File: config.mk
export PLATFORM = sky130hd
export DESIGN_NAME = snu_quant
export DESIGN_NICKNAME = d
export VERILOG_FILES = /design/src/scanline_unpack_nearest_color_defines.svh /design/src/snu_pkg.sv /design/src/snu_quant.sv
export SDC_FILE = /design/constraint.sdc
export NUM_CORES = 1
export LEC_CHECK = 0
export BUFFER_PORTS_ARGS = -buffer_cell sky130_fd_sc_hd__buf_2
export CORE_ASPECT_RATIO = 1.5
export CORE_MARGIN = 2
export CORE_UTILIZATION = 30
export DETAILED_ROUTE_END_ITERATION = 6
export PLACE_DENSITY = 0.43
export SYNTH_ARGS = -nofsm -noshare
export SYNTH_HDL_FRONTEND = slang
export SYNTH_SLANG_ARGS = --single-unit
File: constraint.sdc
create_clock -name clk -period 22.5 [get_ports clk]
set_input_delay 4.5 -clock clk [delete_from_list [all_inputs] [get_ports clk]]
set_output_delay 4.5 -clock clk [all_outputs]
set_load 0.01 [all_outputs]
File: src/scanline_unpack_nearest_color_defines.svh
// Assertion macros for the scanline unpacker with nearest-color quantizer.
// Included by the top level; expects clk and arst_n in scope.
`ifndef SCANLINE_UNPACK_NEAREST_COLOR_DEFINES_SVH
`define SCANLINE_UNPACK_NEAREST_COLOR_DEFINES_SVH

// Checked only while out of reset.
`define SNU_ASSERT(name, prop, msg) \
	name: assert property (@(posedge clk) disable iff (!arst_n) prop) \
		else $error(msg);

// Checked at every edge, reset included.
`define SNU_ASSERT_ALWAYS(name, prop, msg) \
	name: assert property (@(posedge clk) prop) else $error(msg);

`endif

File: src/snu_pkg.sv
// Shared types, constants and codes of the scanline unpacker.
// No dependencies; imported by every module of the block.
`timescale 1ns / 1ps

package snu_pkg;

	localparam int PANEL_WIDTH_DEF   = 1200;
	localparam int PALETTE_DEPTH_DEF = 256;
	localparam int FIFO_DEPTH        = 4;
	localparam int CFG_W             = 12;

	localparam logic [1:0] REG_BPP     = 2'd0;
	localparam logic [1:0] REG_USE_PAL = 2'd1;
	localparam logic [1:0] REG_WIDTH   = 2'd2;
	localparam logic [1:0] REG_XOFF    = 2'd3;

	localparam logic [5:0] BPP_1  = 6'd1;
	localparam logic [5:0] BPP_2  = 6'd2;
	localparam logic [5:0] BPP_4  = 6'd4;
	localparam logic [5:0] BPP_8  = 6'd8;
	localparam logic [5:0] BPP_16 = 6'd16;
	localparam logic [5:0] BPP_24 = 6'd24;
	localparam logic [5:0] BPP_32 = 6'd32;

	localparam logic [11:0] WIDTH_RESET = 12'd1200;
	localparam logic [7:0]  REF_LEVEL   = 8'd192;

	localparam logic [2:0] CODE_BLACK  = 3'd0;
	localparam logic [2:0] CODE_WHITE  = 3'd1;
	localparam logic [2:0] CODE_GREEN  = 3'd2;
	localparam logic [2:0] CODE_BLUE   = 3'd3;
	localparam logic [2:0] CODE_RED    = 3'd4;
	localparam logic [2:0] CODE_YELLOW = 3'd5;

	// Reference colors in tie-break order.
	localparam int REF_N = 6;
	localparam logic [2:0] REF_CODE [REF_N] = '{
		CODE_BLACK, CODE_WHITE, CODE_YELLOW, CODE_RED, CODE_BLUE, CODE_GREEN
	};

	typedef enum logic [1:0] {
		OP_PAL,
		OP_BYTE,
		OP_RGB
	} op_t;

	typedef struct packed {
		op_t         op;
		logic [7:0]  index;
		logic [23:0] rgb;
	} work_t;

	typedef struct packed {
		logic [5:0]  bpp;
		logic        use_pal;
		logic [11:0] width;
		logic [10:0] x_off;
	} cfg_t;

	typedef struct packed {
		logic [11:0] column;
		logic        visible;
		logic        row_end;
		logic        last;
	} pix_meta_t;

	typedef struct packed {
		logic full;
		logic not_empty;
	} fifo_stat_t;

endpackage

File: src/snu_quant.sv
// Nearest-color quantizer: squares per channel, distance sums, then the
// first-wins minimum over the six reference colors. Uses snu_pkg.
`timescale 1ns / 1ps

module snu_quant import snu_pkg::*; (
	input  logic        clk,
	input  logic        arst_n,
	input  logic        adv,
	input  logic        valid_s1,
	input  pix_meta_t   meta_s1,
	input  logic [23:0] rgb_s1,
	output logic        valid_s4,
	output pix_meta_t   meta_s4,
	output logic [2:0]  code_s4
);

	logic [15:0] sq_lo_s2 [3];
	logic [15:0] sq_hi_s2 [3];
	logic [17:0] dist_s3  [REF_N];
	logic        valid_s2, valid_s3;
	pix_meta_t   meta_s2, meta_s3;

	logic [7:0]  chan [3];
	logic [7:0]  diff [3];
	logic [17:0] best_d;
	logic [2:0]  best_i;

	assign chan[0] = rgb_s1[23:16];
	assign chan[1] = rgb_s1[15:8];
	assign chan[2] = rgb_s1[7:0];

	always_comb begin
		for (int c = 0; c < 3; c++) begin
			diff[c] = (chan[c] >= REF_LEVEL) ? chan[c] - REF_LEVEL : REF_LEVEL - chan[c];
		end
	end

	always_comb begin
		best_d = dist_s3[0];
		best_i = 3'd0;
		for (int i = 1; i < REF_N; i++) begin
			if (dist_s3[i] < best_d) begin
				best_d = dist_s3[i];
				best_i = 3'(i);
			end
		end
	end

	always_ff @(posedge clk) begin
		if (adv) begin
			for (int c = 0; c < 3; c++) begin
				sq_lo_s2[c] <= 16'(chan[c]) * 16'(chan[c]);
				sq_hi_s2[c] <= 16'(diff[c]) * 16'(diff[c]);
			end
			meta_s2 <= meta_s1;

			dist_s3[0] <= 18'(sq_lo_s2[0]) + 18'(sq_lo_s2[1]) + 18'(sq_lo_s2[2]);
			dist_s3[1] <= 18'(sq_hi_s2[0]) + 18'(sq_hi_s2[1]) + 18'(sq_hi_s2[2]);
			dist_s3[2] <= 18'(sq_hi_s2[0]) + 18'(sq_hi_s2[1]) + 18'(sq_lo_s2[2]);
			dist_s3[3] <= 18'(sq_hi_s2[0]) + 18'(sq_lo_s2[1]) + 18'(sq_lo_s2[2]);
			dist_s3[4] <= 18'(sq_lo_s2[0]) + 18'(sq_lo_s2[1]) + 18'(sq_hi_s2[2]);
			dist_s3[5] <= 18'(sq_lo_s2[0]) + 18'(sq_hi_s2[1]) + 18'(sq_lo_s2[2]);
			meta_s3 <= meta_s2;

			code_s4 <= REF_CODE[best_i];
			meta_s4 <= meta_s3;
		end
	end

	always_ff @(posedge clk or negedge arst_n) begin
		if (!arst_n) begin
			valid_s2 <= 1'b0;
			valid_s3 <= 1'b0;
			valid_s4 <= 1'b0;
		end else if (adv) begin
			valid_s2 <= valid_s1;
			valid_s3 <= valid_s2;
			valid_s4 <= valid_s3;
		end
	end

endmodule

==> results of run 1 <==
## synthesized netlist by cell type (8+ instances only)
cell | n | area (um2)
o41ai_1 | 9 | 78.8
or3_1 | 15 | 93.8
nand2b_1 | 12 | 75.1
edfxtp_1 | 227 | 6820
nor2b_1 | 32 | 200
a211oi_1 | 8 | 60.1
and3_1 | 16 | 100
clkbuf_1 | 25 | 93.8
a21oi_1 | 170 | 851
fa_1 | 180 | 3600
nand2_1 | 105 | 394
nand3_1 | 44 | 220
o211ai_1 | 10 | 75.1
o21a_1 | 27 | 203
and2_1 | 26 | 163
o22ai_1 | 20 | 125
or2_2 | 27 | 169
xnor2_1 | 159 | 1390
o21bai_1 | 16 | 120
nor4_1 | 20 | 125
a21o_1 | 76 | 571
nor3_1 | 42 | 210
o21ai_0 | 54 | 270
xor2_1 | 55 | 482
a211oi_2 | 14 | 175
a31oi_1 | 17 | 106
ha_1 | 377 | 4720
nor2_1 | 201 | 754
inv_1 | 280 | 1050
## worst max-delay path, delay by kind of cell (launching register included)
family	cells	cell delay [ns]
buffers and inverters	2	0.80
adder cells (fa/ha/maj)	5	1.52
flip-flops	1	0.45
AND/OR/NAND/NOR	10	4.14
AO/OA/AOI/OAI	25	5.82
## per-layer routing
metal  routed length (um)  up-vias
li1                     -     8490
met2                37300      214
met5                    0        -
met4                 2270        0
met3                 1230       78
met1                26400     8471
## area by class of cell
class / count / area (um2)
multi-input combinational: 1841 / 16300
timing repair buffer: 68 / 368
clock inverter: 20 / 194
inverter: 281 / 1050
fill: 8122 / 54100
sequential: 230 / 6890
clock buffer: 28 / 679
tap: 1040 / 1300
## through the flow
stage	utilization, %	cell area (um2)	hold slack, ns
5_1_grt	33.1	26800	0.424
2_1_floorplan	-	24400	0.400
6_report	33.1	26800	0.415
3_3_place_gp	32.0	25900	0.402
4_1_cts	33.1	26800	0.421
3_5_place_dp	32.0	25900	0.406
## flip-flops by register name (all words and copies together), names as in the netlist
| register | cells |
|---|---|
| meta_s2 | 15 |
| meta_s3 | 15 |
| dist_s3 | 95 |
| sq_lo_s2 | 42 |
| meta_s4 | 15 |
| code_s4 | 3 |
| sq_hi_s2 | 42 |
| valid_s2 | 1 |
| valid_s4 | 1 |
| valid_s3 | 1 |
## logic make-up after synthesis
| family | Yosys count | synth area share, % |
|---|---|---|
| DFF | 230 | 28.3 |
| AOI/OAI and AO/OA | 495 | 13.7 |
| buffers and inverters | 318 | 5.03 |
| muxes | 10 | 0.442 |
| other | 1 | 0.0154 |
| adders and majority gates | 557 | 34.2 |
| xor gates and xnor gates | 214 | 7.69 |
| and+or+nand+nor | 553 | 10.7 |
## worst max path at each step
stage | cells past startpoint | endpoint | slack (ns) | start
after floorplan | 46 | code_s4[0] | 12.37 | dist_s3[1][2]
after global placement | 42 | code_s4[2] | 9.61 | dist_s3[1][2]
after detailed placement | 42 | code_s4[2] | 9.37 | dist_s3[1][2]
after CTS | 42 | code_s4[2] | 9.32 | dist_s3[1][2]
after global routing | 42 | code_s4[2] | 8.40 | dist_s3[1][2]
final | 42 | code_s4[2] | 9.42 | dist_s3[1][2]
==> results.txt, run 1 <==
----------------------------------------------------
[Run status]
  Result of the run ... finished, final reports clean

[Global route]
  Global Route met1 Usage ... 17.7%
  Grt peak-use layer ... met2
  Met2 Resource Use GR ... 32.8%
  Initial antenna violation count ... 0
  Met3 Resource Use GR ... roughly 1.1%
  Pin count of the biggest net entering global routing ... between 80 and 90
  Global-route congestion overflow total ... 0
  GRT Util Overall ... about 16%
  First-pass GRT wire length ... 106000 um
  Via count of the first global-routing pass ... 18.5k

[Hold path]
  Hold WC Path Type ... reg2reg
  Start point of the worst min-delay path ... meta_s2[0]
  Depth of the worst hold-timing path ... 0
  Worst hold endpoint ... meta_s3[0]

[Layout]
  Final cell count without fillers ... roughly 3.5k
  Total number of nets in the final design ... 3049
  Synthesis-to-finish area growth ... 9.95%
  Fraction of layout instances using a drive strength above 1 ... 7.05%
  Most common cell after layout, fill and taps aside ... ha_1
  Most frequent cells in the layout ... ha_1 (377), inv_1 (280), edfxtp_1 (227)
  ANT cells ... 0

[Place]
  Port Buffers ... 61
  # placed instances ... 3460
  Post-DP HPWL ... 56900 um
  Setup slack after placement ... 9.37 ns
  RePlAce Congestion ... 0.913

[Yosys]
  EDFF count, synth ... 227
  Share of flip-flops with an asynchronous set or reset after synthesis ... 1.30%
  Synthesis Warnings ... 0
  Synthesized instance count ... 2378
  Distinct cell type count after synthesis ... 68
  Main flop type after synthesis ... edfxtp_1
  Count of state elements after synthesis ... 230
  Netlist Area Pre-Place ... ~0.024 mm2
  Fraction of the yosys area taken by sequential cells ... 28.3%
  Syn_area_per_cell ... between 10 and 15 um2

[STA]
  Highest achievable clock rate ... 0.0765 GHz
  Setup Skew ... 0.0293 ns
  RSZ-0062 raised after global routing ... false
  Period minus WS final ... 13.08 ns
  Final Slew Violations ... 0
  Final-layout setup total negative slack ... 0 ns
  Post-route worst setup slack ... 9.42 ns
  Worst max-slew margin expressed relative to the limit ... between 20% and 30%
  Post-route clock period utilization ... 58.1%
  Hold violation total from the final report ... 0
  Actual transition at the worst max-transition pin ... 1.06 ns
  Number of setup violations in the final report ... 0

[Clocking]
  Clock tree from TritonCTS ... built
  Clock root buffer master ... clkbuf_16
  CTS clock-pin slew for the worst setup and hold paths ... approximately 0.070 ns
  Longest Clk Path Bufs ... 3
  Clock sinks ... 230
  Number of setup buffers added after CTS ... 0
  H-tree depth reported by CTS ... 1
  Hold-fix buffers, CTS ... 0
  Resize count post-CTS ... 0
  Total clock buffers created by CTS ... 27
  Insertion delay to the later sink of the worst-skew pair ... 0.58 ns

[Detailed routing]
  Routed wirelength normalized by instance count ... 19.2 um
  Via density per instance ... 4.92
  Total via count in the routed design ... approximately 17k
  First-iteration detailed-routing DRC count ... 686
  Final routed DRC violation total ... 0
  Total detailed-routing wirelength ... 67200 um
  Routed Antenna Nets ... 0
  Initial DRT Pass Iterations ... 4

[Die]
  Horiz. Die Dim ... 237 um
  IO Pins ... 62
  Row Count ... 128
  Overall die area ... 0.0835 mm2
  Core Area ... 0.0809 mm2
  Die extent in y ... about 350 um
  Effective utilization at floorplan ... 30.1%

[Setup path]
  RR Endpoint ... code_s4[2]
  Capturing element type of the critical path ... flip-flop
  CP max stage cell ... and2_0
  Startpoint kind of the worst setup timing path ... flip-flop
  Critical path's largest stage delay ... a little under 0.9 ns
  Cell seen most often among critical-path stages ... ha_1
  Reg2reg path depth ... 42
  Maximum net fanout on the critical path ... 25
  Arrival time worst endpoint ... 13.36 ns
  Type of the setup path with the least slack ... reg2reg
  Startpoint of the most critical register-to-register path ... dist_s3[1][2]
  Data required time at the worst endpoint ... 22.78 ns
  Flop-to-flop setup slack ... 9.42 ns

[Job]
  Max-Cap Viols ... 0

----------------------------------------------------
Power of run 1 is left out: the tool's default activity adds up to more than one toggle a clock period on the data nets, which glitch-free logic cannot reach.
==> inputs of run 2 (changes only) <==
- clock period: 22.5 -> 13.4 ns (I/O delays scaled with it)
==> run 2 against run 1 <==
Die area stayed put. Cell count is 0.26% higher. Count of clock-buffer cells in the layout is 1 higher. Maximum frequency is 12% higher. Utilization is 0.14 points higher. Clock skew is 0.015 ns lower.
==> results.txt, run 2 (same netlist as run 1, synthesis figures left out) <==
----------------------------------------------------
[Die]
  Die extent in y ... 353 um (unchanged)
  Effective utilization at floorplan ... 30.1% (unchanged)
  Overall die area ... 0.0835 mm2 (unchanged)
  Horiz. Die Dim ... 237 um (unchanged)
  Row Count ... 128 (unchanged)
  IO Pins ... 62 (unchanged)
  Core Area ... 0.0809 mm2 (unchanged)

[Job]
  Max-Cap Viols ... 0 (unchanged)

[Detailed routing]
  First-iteration detailed-routing DRC count ... 776 (+13%)
  Uppermost routed layer ... met4
  Metal2 WL ... 37100 um (-0.62%)
  Via density per instance ... 4.91 (-0.16%)
  Final routed DRC violation total ... 0 (unchanged)
  Total detailed-routing wirelength ... 67300 um (about the same)
  Routed wirelength normalized by instance count ... 19.1 um (-0.18%)
  Initial DRT Pass Iterations ... 5 (+1)
  Met3 wire len ... 1480 um (+20%)
  Total via count in the routed design ... 17.3k (+0.093%)
  Met1 layer wirelength in the final routing ... 26300 um (-0.31%)
  Routed Antenna Nets ... 0 (unchanged)

[Setup path]
  Capturing element type of the critical path ... flip-flop
  Critical path's largest stage delay ... 0.64 ns (-0.23 ns)
  Data required time at the worst endpoint ... 13.67 ns (-9.11 ns)
  Type of the setup path with the least slack ... reg2reg
  Startpoint of the most critical register-to-register path ... dist_s3[1][2]
  Launching instance or port of the critical path ... dist_s3[1][2]
  CP max stage cell ... or3_1
  Maximum net fanout on the critical path ... 29 (+16%)
  Startpoint kind of the worst setup timing path ... flip-flop
  Arrival time worst endpoint ... 11.92 ns (-1.44 ns)

[Layout]
  Synthesis-to-finish area growth ... 10.4%
  Final Cell Area ... 0.0269 mm2 (+0.43%)
  Most frequent cells in the layout ... ha_1 (377), inv_1 (280), edfxtp_1 (227)
  Final cell count without fillers ... 3517 (+0.26%)
  Reg with most FFs ... dist_s3
  Fraction of layout instances using a drive strength above 1 ... 7.19% (+0.14 points)
  Number of flip-flops under the largest register name ... 95 (unchanged)
  Total number of nets in the final design ... 3058 (+0.30%)
  Largest registers ... dist_s3 x95, sq_hi_s2 x42, sq_lo_s2 x42
  Most common cell after layout, fill and taps aside ... ha_1
  ANT cells ... 0 (unchanged)

[Clocking]
  Clock root buffer master ... clkbuf_16
  Longest Clk Path Bufs ... 3 (unchanged)
  Hold-fix buffers, CTS ... 0 (unchanged)
  Clock tree from TritonCTS ... built
  Total clock buffers created by CTS ... 27 (unchanged)
  Number of setup buffers added after CTS ... 0 (unchanged)
  Clock sinks ... 230 (unchanged)
  H-tree depth reported by CTS ... 1 (unchanged)
  Resize count post-CTS ... 0 (unchanged)
  CTS clock-pin slew for the worst setup and hold paths ... 0.07 ns (about the same)
  Insertion delay to the later sink of the worst-skew pair ... 0.57 ns (about the same)

[STA]
  Period minus WS final ... 11.65 ns (-1.43 ns)
  Number of setup violations in the final report ... 0 (unchanged)
  Setup Skew ... 0.0146 ns (-0.0147 ns)
  Final Slew Violations ... 0 (unchanged)
  Post-route clock period utilization ... 86.9% (+29 points)
  RSZ-0062 raised after global routing ... false
  Hold violation total from the final report ... 0 (unchanged)
  Highest achievable clock rate ... 0.0859 GHz (+12%)
  Worst max-slew margin expressed relative to the limit ... 38.4% (+9.6 points)
  Final-layout setup total negative slack ... 0 ns (unchanged)
  Actual transition at the worst max-transition pin ... 0.913 ns (-0.143 ns)

[Place]
  Port Buffers ... 61 (unchanged)
  Post-DP HPWL ... 57300 um (+0.58%)
  Placed Instance Area ... 0.0260 mm2 (+0.26%)
  # placed instances ... 3469 (+0.26%)
  RePlAce Congestion ... 0.852 (-6.7%)

[Global route]
  Global-route congestion overflow total ... 0 (unchanged)
  Initial antenna violation count ... 0 (unchanged)
  First-pass GRT wire length ... 105000 um (-0.31%)
  Pin count of the biggest net entering global routing ... 107 (+24%)
  Via count of the first global-routing pass ... 18.3k (-0.92%)
  GRT Util Overall ... 16.3% (about the same)

[Hold path]
  Hold WC Path Type ... reg2reg
  Start point of the worst min-delay path ... meta_s3[14]

[Run status]
  Result of the run ... finished, final reports clean

----------------------------------------------------
-- run 2: cell count changes in the layout (fill, tap and decap cells not counted), moves of 3 or more --
cell and delta:
buf_4 +9, clkinv_2 -5, clkinv_1 +4, bufinv_16 +3, clkinvlp_4 -3
-- run 2: final cells by class --
cell class | count | area [um2]
Fill cell | 8178 | 54000
Multi-Input combinational cell | 1841 | 16300
Clock buffer | 29 | 683
Tap cell | 1040 | 1300
Inverter | 281 | 1050
Timing Repair Buffer | 77 | 435
Clock inverter | 19 | 238
Sequential cell | 230 | 6890
-- run 2: metal layers --
metal / track usage [%] / up-vias
met1: 17.8 / 8469
met4: 5.34 / 0
met3: 1.21 / 82
met2: 32.5 / 211
li1: - / 8507
met5: 0 / -
-- run 2: critical path: cells and delay by family, from the launching register on --
family	cells	cell delay (ns)
AO/OA/AOI/OAI	25	4.79
AND/OR/NAND/NOR	10	3.24
adder cells (fa/ha/maj)	5	1.43
buffers and inverters	5	1.38
flip-flops	1	0.45
-- run 2: path summary, 6_finish.rpt --
path	to	slack (ns)	cells after the start
setup / recovery	code_s4[0]	1.75	45
hold / removal	meta_s4[14]	0.42	0
setup reg to reg	code_s4[0]	1.75	45
hold reg to reg	meta_s4[14]	0.42	0
max in group asynchronous	valid_s2	11.39	1
min in group asynchronous	valid_s3	1.90	1
-- run 2: metrics by stage --
step	worst slack, ns	hold slack [ns]	utilization (%)
2_1_floorplan	3.27	0.400	-
3_3_place_gp	1.88	0.401	32.1
3_5_place_dp	1.64	0.405	32.1
4_1_cts	1.59	0.422	33.3
5_1_grt	0.718	0.425	33.3
6_report	1.75	0.419	33.3
Power of run 2 is left out for the same reason.
==> inputs of run 3 (changes only) <==
- PLACE_DENSITY: 0.43 -> 0.44
==> run 3 against run 2 <==
Cell count is essentially flat. Via count up 0.12%. Register-to-register slack got worse by 0.10 ns. Die area did not move. Sequential cell count stayed put. Utilization about the same. Routed wire length is 1.1% lower. Setup slack got worse by 0.10 ns. Global-route usage shrank 0.23 points. Maximum frequency is 0.89% lower. Sequential share of layout area hardly changed. Critical endpoint unchanged. Largest cell class unchanged.
==> results.txt, run 3 (same netlist as run 1, synthesis figures left out) <==
----------------------------------------------------
[Layout]
  Post-layout utilization of the core ... 33.3% (about the same)
  Largest registers ... dist_s3 x95, sq_hi_s2 x42, sq_lo_s2 x42
  Final Cell Area ... 0.0269 mm2 (about the same)
  Total number of nets in the final design ... 3057 (-0.033%)
  Reg with most FFs ... dist_s3
  Filler instances ... 8239 (+0.75%)
  ANT cells ... 0 (unchanged)
  Synthesis-to-finish area growth ... 10.5% (about the same)
  Fraction of layout instances using a drive strength above 1 ... 7.38% (+0.20 points)
  Number of flip-flops under the largest register name ... 95 (unchanged)
  Most common cell after layout, fill and taps aside ... ha_1
  Most frequent cells in the layout ... ha_1 (377), inv_1 (280), edfxtp_1 (227)

[Detailed routing]
  Initial DRT Pass Iterations ... 6 (+1)
  Routed Antenna Nets ... 0 (unchanged)
  Routed wirelength normalized by instance count ... 18.9 um (-1.2%)
  Final routed DRC violation total ... 0 (unchanged)
  First-iteration detailed-routing DRC count ... 675 (-13%)
  Total detailed-routing wirelength ... 66500 um (-1.1%)
  Via density per instance ... 4.91 (about the same)
  Total via count in the routed design ... 17.3k (+0.12%)

[Global route]
  Global-route congestion overflow total ... 0 (unchanged)
  GRT Util Overall ... 16.0% (-0.23 points)
  Pin count of the biggest net entering global routing ... 94 (-12%)
  First-pass GRT wire length ... 104000 um (-0.96%)
  Via count of the first global-routing pass ... 18.4k (+0.52%)
  Initial antenna violation count ... 0 (unchanged)

[Clocking]
  Total clock buffers created by CTS ... 28 (+3.7%)
  Insertion delay to the later sink of the worst-skew pair ... 0.59 ns (+0.02 ns)
  Hold-fix buffers, CTS ... 0 (unchanged)
  H-tree depth reported by CTS ... 1 (unchanged)
  CTS clock-pin slew for the worst setup and hold paths ... 0.07 ns (about the same)
  Clock tree from TritonCTS ... built
  Number of setup buffers added after CTS ... 0 (unchanged)
  Resize count post-CTS ... 0 (unchanged)
  Clock root buffer master ... clkbuf_16
  Clock sinks ... 230 (unchanged)
  Longest Clk Path Bufs ... 3 (unchanged)

[Setup path]
  CP max stage cell ... and2_0
  Capturing element type of the critical path ... flip-flop
  Arrival time worst endpoint ... 12.03 ns (+0.11 ns)
  Critical path's largest stage delay ... 0.76 ns (+0.12 ns)
  Data required time at the worst endpoint ... 13.68 ns (about the same)
  Maximum net fanout on the critical path ... 20 (-31%)
  Startpoint kind of the worst setup timing path ... flip-flop
  Type of the setup path with the least slack ... reg2reg
  Cell seen most often among critical-path stages ... o21a_1

[Job]
  Max-Cap Viols ... 0 (unchanged)

[Die]
  Die extent in y ... 353 um (unchanged)
  Effective utilization at floorplan ... 30.1% (unchanged)
  IO Pins ... 62 (unchanged)
  Core Area ... 0.0809 mm2 (unchanged)
  Overall die area ... 0.0835 mm2 (unchanged)
  Row Count ... 128 (unchanged)
  Horiz. Die Dim ... 237 um (unchanged)

[STA]
  Actual transition at the worst max-transition pin ... 0.949 ns (+0.0359 ns)
  RSZ-0062 raised after global routing ... false
  Final-layout setup total negative slack ... 0 ns (unchanged)
  Period minus WS final ... 11.75 ns (+0.104 ns)
  Number of setup violations in the final report ... 0 (unchanged)
  Hold violation total from the final report ... 0 (unchanged)
  Worst max-slew margin expressed relative to the limit ... 35.9% (-2.4 points)
  Highest achievable clock rate ... 0.0851 GHz (-0.89%)
  Final Slew Violations ... 0 (unchanged)
  Post-route clock period utilization ... 87.7% (+0.78 points)
  Setup Skew ... 0.0305 ns (+0.0159 ns)

[Run status]
  Result of the run ... finished, final reports clean

[Hold path]
  Hold WC Path Type ... reg2reg

[Place]
  Port Buffers ... 61 (unchanged)
  Post-DP HPWL ... 56200 um (-1.9%)
  RePlAce Congestion ... 0.852 (about the same)
  Placed Instance Area ... 0.0260 mm2 (about the same)

----------------------------------------------------
[run 3: changes by cell type in the layout (fill, tap and decap cells not counted), moves of 2 or more]
cell,delta
bufinv_16,-2
inv_6,+2
buf_4,-2
clkinvlp_4,+4
clkinv_1,-4
[run 3: final timing paths]
path,startpoint,end,slack (ns),cells after the start
worst max-delay path,dist_s3[1][2],code_s4[0],1.65,42
worst min-delay path,meta_s2[8],meta_s3[8],0.41,0
worst max register to register,dist_s3[1][2],code_s4[0],1.65,42
worst min register to register,meta_s2[8],meta_s3[8],0.41,0
max in group asynchronous,arst_n,valid_s2,11.42,1
min in group asynchronous,arst_n,valid_s4,1.87,1
[run 3: cell type report]
type | count | area [um2] | share of cell area, %
Inverter | 281 | 1050 | 3.92
Multi-Input combinational cell | 1841 | 16300 | 60.5
Timing Repair Buffer | 75 | 420 | 1.56
Clock inverter | 21 | 249 | 0.925
Sequential cell | 230 | 6890 | 25.6
Clock buffer | 30 | 708 | 2.63
Tap cell | 1040 | 1300 | 4.83
[run 3: routing by layer]
metal	share of wire (%)	GRT usage, %	up-vias
met1	39	17.6	8502
met4	3.2	4.85	0
met2	55	32.3	211
met3	2.0	1.22	80
met5	0	0	-
li1	-	-	8497
[run 3: worst max-delay path: cells and delay by family, from the launching register on]
family | cells | cell delay (ns)
AO/OA/AOI/OAI | 27 | 5.32
adder cells (fa/ha/maj) | 5 | 1.39
buffers and inverters | 3 | 0.97
flip-flops | 1 | 0.45
AND/OR/NAND/NOR | 7 | 3.27
[run 3: metrics by stage]
stage,worst slack (ns),std cells,hold slack (ns)
6_report,1.65,3518,0.413
5_1_grt,0.669,3518,0.422
4_1_cts,1.47,3518,0.416
3_5_place_dp,1.53,3467,0.405
3_3_place_gp,1.61,3467,0.402
2_1_floorplan,3.27,2389,0.400
Power of run 3 is left out for the same reason.
